`src/hdl/bfha_pkg.sv`:
```
// Shared types, constants and a helper function of the best-fit heap allocator.
package bfha_pkg;

  localparam int HEAP_BYTES   = 1024;
  localparam int HEADER_BYTES = 16;
  localparam int MAX_NODES    = HEAP_BYTES / HEADER_BYTES + 1;

  localparam int PTR_W  = 11;
  localparam int ADDR_W = $clog2(HEAP_BYTES);
  localparam int SUM_W  = 13;
  localparam int STEP_W = $clog2(MAX_NODES + 1);

  localparam logic [PTR_W-1:0]  NULL_PTR  = PTR_W'(HEAP_BYTES);
  localparam logic [PTR_W-1:0]  HDR_P     = PTR_W'(HEADER_BYTES);
  localparam logic [SUM_W-1:0]  HDR_S     = SUM_W'(HEADER_BYTES);
  localparam logic [PTR_W-1:0]  INIT_SIZE = PTR_W'(HEAP_BYTES - HEADER_BYTES);
  localparam logic [STEP_W-1:0] MAX_STEPS = STEP_W'(MAX_NODES);

  typedef enum logic [1:0] {
    ST_ALLOC = 2'd0,
    ST_NOMEM = 2'd1,
    ST_FREED = 2'd2,
    ST_NULL  = 2'd3
  } status_t;

  typedef enum logic [3:0] {
    S_INIT,
    S_IDLE,
    S_DECODE,
    S_A_WALK,
    S_A_W1,
    S_A_W2,
    S_A_W3,
    S_F_WALK,
    S_F_BLK,
    S_F_W1,
    S_F_W2,
    S_EMIT
  } ctrl_state_t;

  typedef enum logic [3:0] {
    OP_NONE,
    OP_INIT,
    OP_DECODE,
    OP_A_START,
    OP_A_STEP,
    OP_A_W1,
    OP_A_W2,
    OP_A_W3,
    OP_F_START,
    OP_F_STEP,
    OP_F_BLKRD,
    OP_F_W1,
    OP_F_W2,
    OP_EMIT
  } dp_op_t;

  typedef struct packed {
    dp_op_t op;
    logic   in_ready;
  } dp_cmd_t;

  typedef struct packed {
    logic is_alloc;
    logic is_null;
    logic bad_off;
    logic head_ok;
    logic a_more;
    logic f_stay;
    logic best_ok;
    logic out_free;
  } dp_status_t;

  function automatic logic link_ok(input logic [PTR_W-1:0] p);
    return p < NULL_PTR;
  endfunction

endpackage

```
`src/hdl/bfha_ctrl.sv`:
```
// Controller state machine sequencing allocate and free walks.
module bfha_ctrl (
  input  logic                clk,
  input  logic                rst_n,
  input  logic                in_tvalid,
  input  bfha_pkg::dp_status_t sts,
  output bfha_pkg::dp_cmd_t    cmd
);

  bfha_pkg::ctrl_state_t state_r, state_nxt;

  always_ff @(posedge clk) begin
    if (!rst_n) begin
      state_r <= bfha_pkg::S_INIT;
    end else begin
      state_r <= state_nxt;
    end
  end

  always_comb begin
    state_nxt    = state_r;
    cmd.op       = bfha_pkg::OP_NONE;
    cmd.in_ready = 1'b0;
    case (state_r)
      bfha_pkg::S_INIT: begin
        cmd.op    = bfha_pkg::OP_INIT;
        state_nxt = bfha_pkg::S_IDLE;
      end
      bfha_pkg::S_IDLE: begin
        cmd.in_ready = 1'b1;
        if (in_tvalid) begin
          state_nxt = bfha_pkg::S_DECODE;
        end
      end
      bfha_pkg::S_DECODE: begin
        if (sts.is_alloc) begin
          cmd.op    = bfha_pkg::OP_A_START;
          state_nxt = sts.head_ok ? bfha_pkg::S_A_WALK : bfha_pkg::S_A_W1;
        end else if (sts.is_null || sts.bad_off) begin
          cmd.op    = bfha_pkg::OP_DECODE;
          state_nxt = bfha_pkg::S_EMIT;
        end else begin
          cmd.op    = bfha_pkg::OP_F_START;
          state_nxt = sts.head_ok ? bfha_pkg::S_F_WALK : bfha_pkg::S_F_BLK;
        end
      end
      bfha_pkg::S_A_WALK: begin
        cmd.op = bfha_pkg::OP_A_STEP;
        if (!sts.a_more) begin
          state_nxt = bfha_pkg::S_A_W1;
        end
      end
      bfha_pkg::S_A_W1: begin
        cmd.op    = bfha_pkg::OP_A_W1;
        state_nxt = sts.best_ok ? bfha_pkg::S_A_W2 : bfha_pkg::S_EMIT;
      end
      bfha_pkg::S_A_W2: begin
        cmd.op    = bfha_pkg::OP_A_W2;
        state_nxt = bfha_pkg::S_A_W3;
      end
      bfha_pkg::S_A_W3: begin
        cmd.op    = bfha_pkg::OP_A_W3;
        state_nxt = bfha_pkg::S_EMIT;
      end
      bfha_pkg::S_F_WALK: begin
        cmd.op = bfha_pkg::OP_F_STEP;
        if (!sts.f_stay) begin
          state_nxt = bfha_pkg::S_F_BLK;
        end
      end
      bfha_pkg::S_F_BLK: begin
        cmd.op    = bfha_pkg::OP_F_BLKRD;
        state_nxt = bfha_pkg::S_F_W1;
      end
      bfha_pkg::S_F_W1: begin
        cmd.op    = bfha_pkg::OP_F_W1;
        state_nxt = bfha_pkg::S_F_W2;
      end
      bfha_pkg::S_F_W2: begin
        cmd.op    = bfha_pkg::OP_F_W2;
        state_nxt = bfha_pkg::S_EMIT;
      end
      bfha_pkg::S_EMIT: begin
        if (sts.out_free) begin
          cmd.op    = bfha_pkg::OP_EMIT;
          state_nxt = bfha_pkg::S_IDLE;
        end
      end
      default: begin
        state_nxt = bfha_pkg::S_INIT;
      end
    endcase
  end

endmodule

```
`config.mk`:
```
export PLATFORM = sky130hd
export DESIGN_NAME = bfha_ctrl
export DESIGN_NICKNAME = d
export VERILOG_FILES = /design/src/hdl/bfha_pkg.sv /design/src/hdl/bfha_ctrl.sv
export SDC_FILE = /design/constraint.sdc
export NUM_CORES = 1
export LEC_CHECK = 0
export ABC_CLOCK_PERIOD_IN_PS = 1800
export BUFFER_PORTS_ARGS = -buffer_cell sky130_fd_sc_hd__buf_2
export CAP_MARGIN = 20
export CORE_AREA = 2 2 39 41
export CTS_BUF_LIST = sky130_fd_sc_hd__clkbuf_8
export DETAILED_ROUTE_END_ITERATION = 16
export DIE_AREA = 0 0 41 43
export PLACE_DENSITY = 0.74
export SYNTH_ARGS = -nofsm -noshare
export SYNTH_HDL_FRONTEND = slang
export SYNTH_SLANG_ARGS = --single-unit
```
`constraint.sdc`:
```
create_clock -name clk -period 1.8 [get_ports clk]
set_clock_uncertainty 0.15 [all_clocks]
set_input_delay 0.54 -clock clk [delete_from_list [all_inputs] [get_ports clk]]
set_output_delay 0.54 -clock clk [all_outputs]
set_load 0.05 [all_outputs]
```
==> flow_summary.toml <==
[die]
coreArea_sq_um = 1380
fp.dieW_um = 41
die_area_sq_um = 1760
ioPinCount = 16
initial_utilization = 0.448
die_h_um = 43
row_count = 14

[clocking]
clockBufferDepth = 2
cts_tree = "built"
numCtsBuffers = 3
cts_root_buf = "clkbuf_8"
cts.htree.levels = 1
clk_latency_ns = 0.22
numClockSinks = 4
path_clk_slew_ns = 0.03

[yosys]
syn_inst = 83
async_flop_share = 0
syn_nets = 98
synth.distinct_cells = 39
yosys_warnings = 0
synth_edf_count = 0
synth_area_leaders = "dfxtp_1, ha_1, a21oi_1"
synth.top_cell.area_share = 0.129
synth.avg_cell_area_sq_um = 7.48
synth_seq_cells = 4
synth-main-ff-cell = "dfxtp_1"
ys_seq_area_frac = 0.129
yosysTopAreaCell = "dfxtp_1"
syn_area_sq_um = 621

[routing]
ant_nets = 0
detail_route.first_pass.iterations = 4
drcViolationCount = 0
drt_wl_total_mm = 3.01
vias = 943
drtIter0Drc = 59
wire_per_inst_um = 20.8
routed_via_density = 6.50

[timing]
fmax_mhz = 435
finalSetupViolCount = 9
finalWorstPathRequiredPeriod_ns = 2.30
period_share = 1.28
slew_viol_final = 0
fin_worst_hold_slack_ns = 0.482
hold_viol = 0
setup_tns_ns = -2.83
worstMarginPinSlew_ns = 0.422
setup_slack_ns = -0.498
grt_setup_unrepaired = "yes"
relSlewSlack = 0.719

[worst_hold_path]
min_from = "rst_n"
hold_path.class = "in2reg"

[status]
violations = "setup timing"
outcome = "complete, but fails checks"

[global_routing]
antenna_found_initial = 0
grtUsageTotal = 0.277
grt_max_degree = 14
grt_pass1_vias = 822
grt.overflow.total = 0
grt_pass1_wl_mm = 3.30

[worst_setup_path]
slowest_stage = "dfxtp_4"
crit_required_ns = 1.11
path_class = "reg2out"
crit_start = "state_r[3]"
critPathLaunchType = "register"
path_delay_family = "compound AO/OA/AOI/OAI gates"
arrival_ns = 1.61
critPathBufInv = 3
r2r-start = "state_r[3]"
crit_fanout = 6
crit_chain = "buf_12 -> ha_4 -> buf_4 -> a21oi_4 -> o21ai_2 -> a22o_4 -> buf_8"
worstSetupEndpointType = "output port"
slowest_delay_ns = 0.35

[pwr]
powerDensity_nw_per_um2 = 2440
leakage_nw = 0.531
ir_drop_mv = 1.64
power.total_w = 0.00310

[finish]
drive_gt1_frac = 0.698
nets = 146
largestRegisters = "state_r (4)"
instances_no_fill = 145
syn2layout_area_growth_pct = 104
antenna_cells = 0
regMostFlops = "state_r"
largest_register_ffs = 4

[placed_design]
dp.cells = 134
hpwl_mm = 1.47
gp_congestion = 0.843
port_buffers = 15

[flow_run]
maxCapViolCount = 0
final timing paths:
check	end	slack (ns)	cells past startpoint
max	cmd[2]	-0.50	7
min	state_r[1]	0.48	2
max reg2reg	state_r[0]	-0.21	8
min reg2reg	state_r[2]	0.53	3
area by class of cell:
type | count | area (sq um)
Tap cell | 16 | 20.0
Fill cell | 53 | 115
Multi-Input combinational cell | 67 | 692
Clock buffer | 3 | 41.3
Inverter | 6 | 27.5
Timing Repair Buffer | 49 | 402
Sequential cell | 4 | 86.3
cell usage in the layout, fill, tap and decap left out, drive strengths merged, types with 2 or more instances in the layout:
cell type and n:
nor2 7, inv 6, o21a 3, ha 4
nor3 4, a21oi 6, mux2i 2, nor2b 3
and2b 2, nand2b 2, a32o 3, dfxtp 4
o21ai 6, a22o 2, buf 49, clkbuf 3
nand2 5
what timing repair did:
item / in CTS / in global routing
endpoints found under the setup margin: 9 / 9
pin swaps: 14 / 4
gates cloned: 0 / 0
resized for setup: 27 / 20
setup buffers: 7 / 2
hold buffers: 0 / 0
synthesized netlist by cell type, types with 3 or more instances:
master and n:
buf_2 4, o21ai_0 4, nor2b_1 3, nor3_1 3
ha_1 4, a32o_1 3, o21a_1 3, nor2_1 7
dfxtp_1 4, inv_1 6, a21oi_1 6, nand2_1 5
stage by stage:
step,utilization,setup WS [ns],area (sq um)
finish,0.917,-0.498,1270
global route,0.917,-0.529,1270
CTS,0.845,-0.524,1170
detailed placement,0.705,-0.443,976
global placement,0.705,-0.426,976
floorplan,-,-0.328,722
metal layers:
| metal | GRT usage | up-vias | routed length, um |
|---|---|---|---|
| li1 | - | 407 | - |
| met1 | 0.298 | 442 | 1110 |
| met2 | 0.469 | 76 | 1550 |
| met3 | 0.0471 | 18 | 190 |
| met4 | 0.160 | 0 | 159 |
| met5 | 0 | - | 0 |
where the power goes:
group	internal, W	switching [W]
logic	0.00132	0.00140
registers	0.000138	0.0000578
clock network	0.000142	0.0000430
total	0.00160	0.00150
logic make-up after synthesis:
logic type,count (synthesis),synth area share
AO/OA/AOI/OAI,32,0.407
adder cells (fa/ha/maj),4,0.0806
buffers and inverters,12,0.0988
flip-flops,4,0.129
multiplexers,2,0.0323
AND/OR/NAND/NOR,29,0.252
Power figures use the tool's default switching activity.
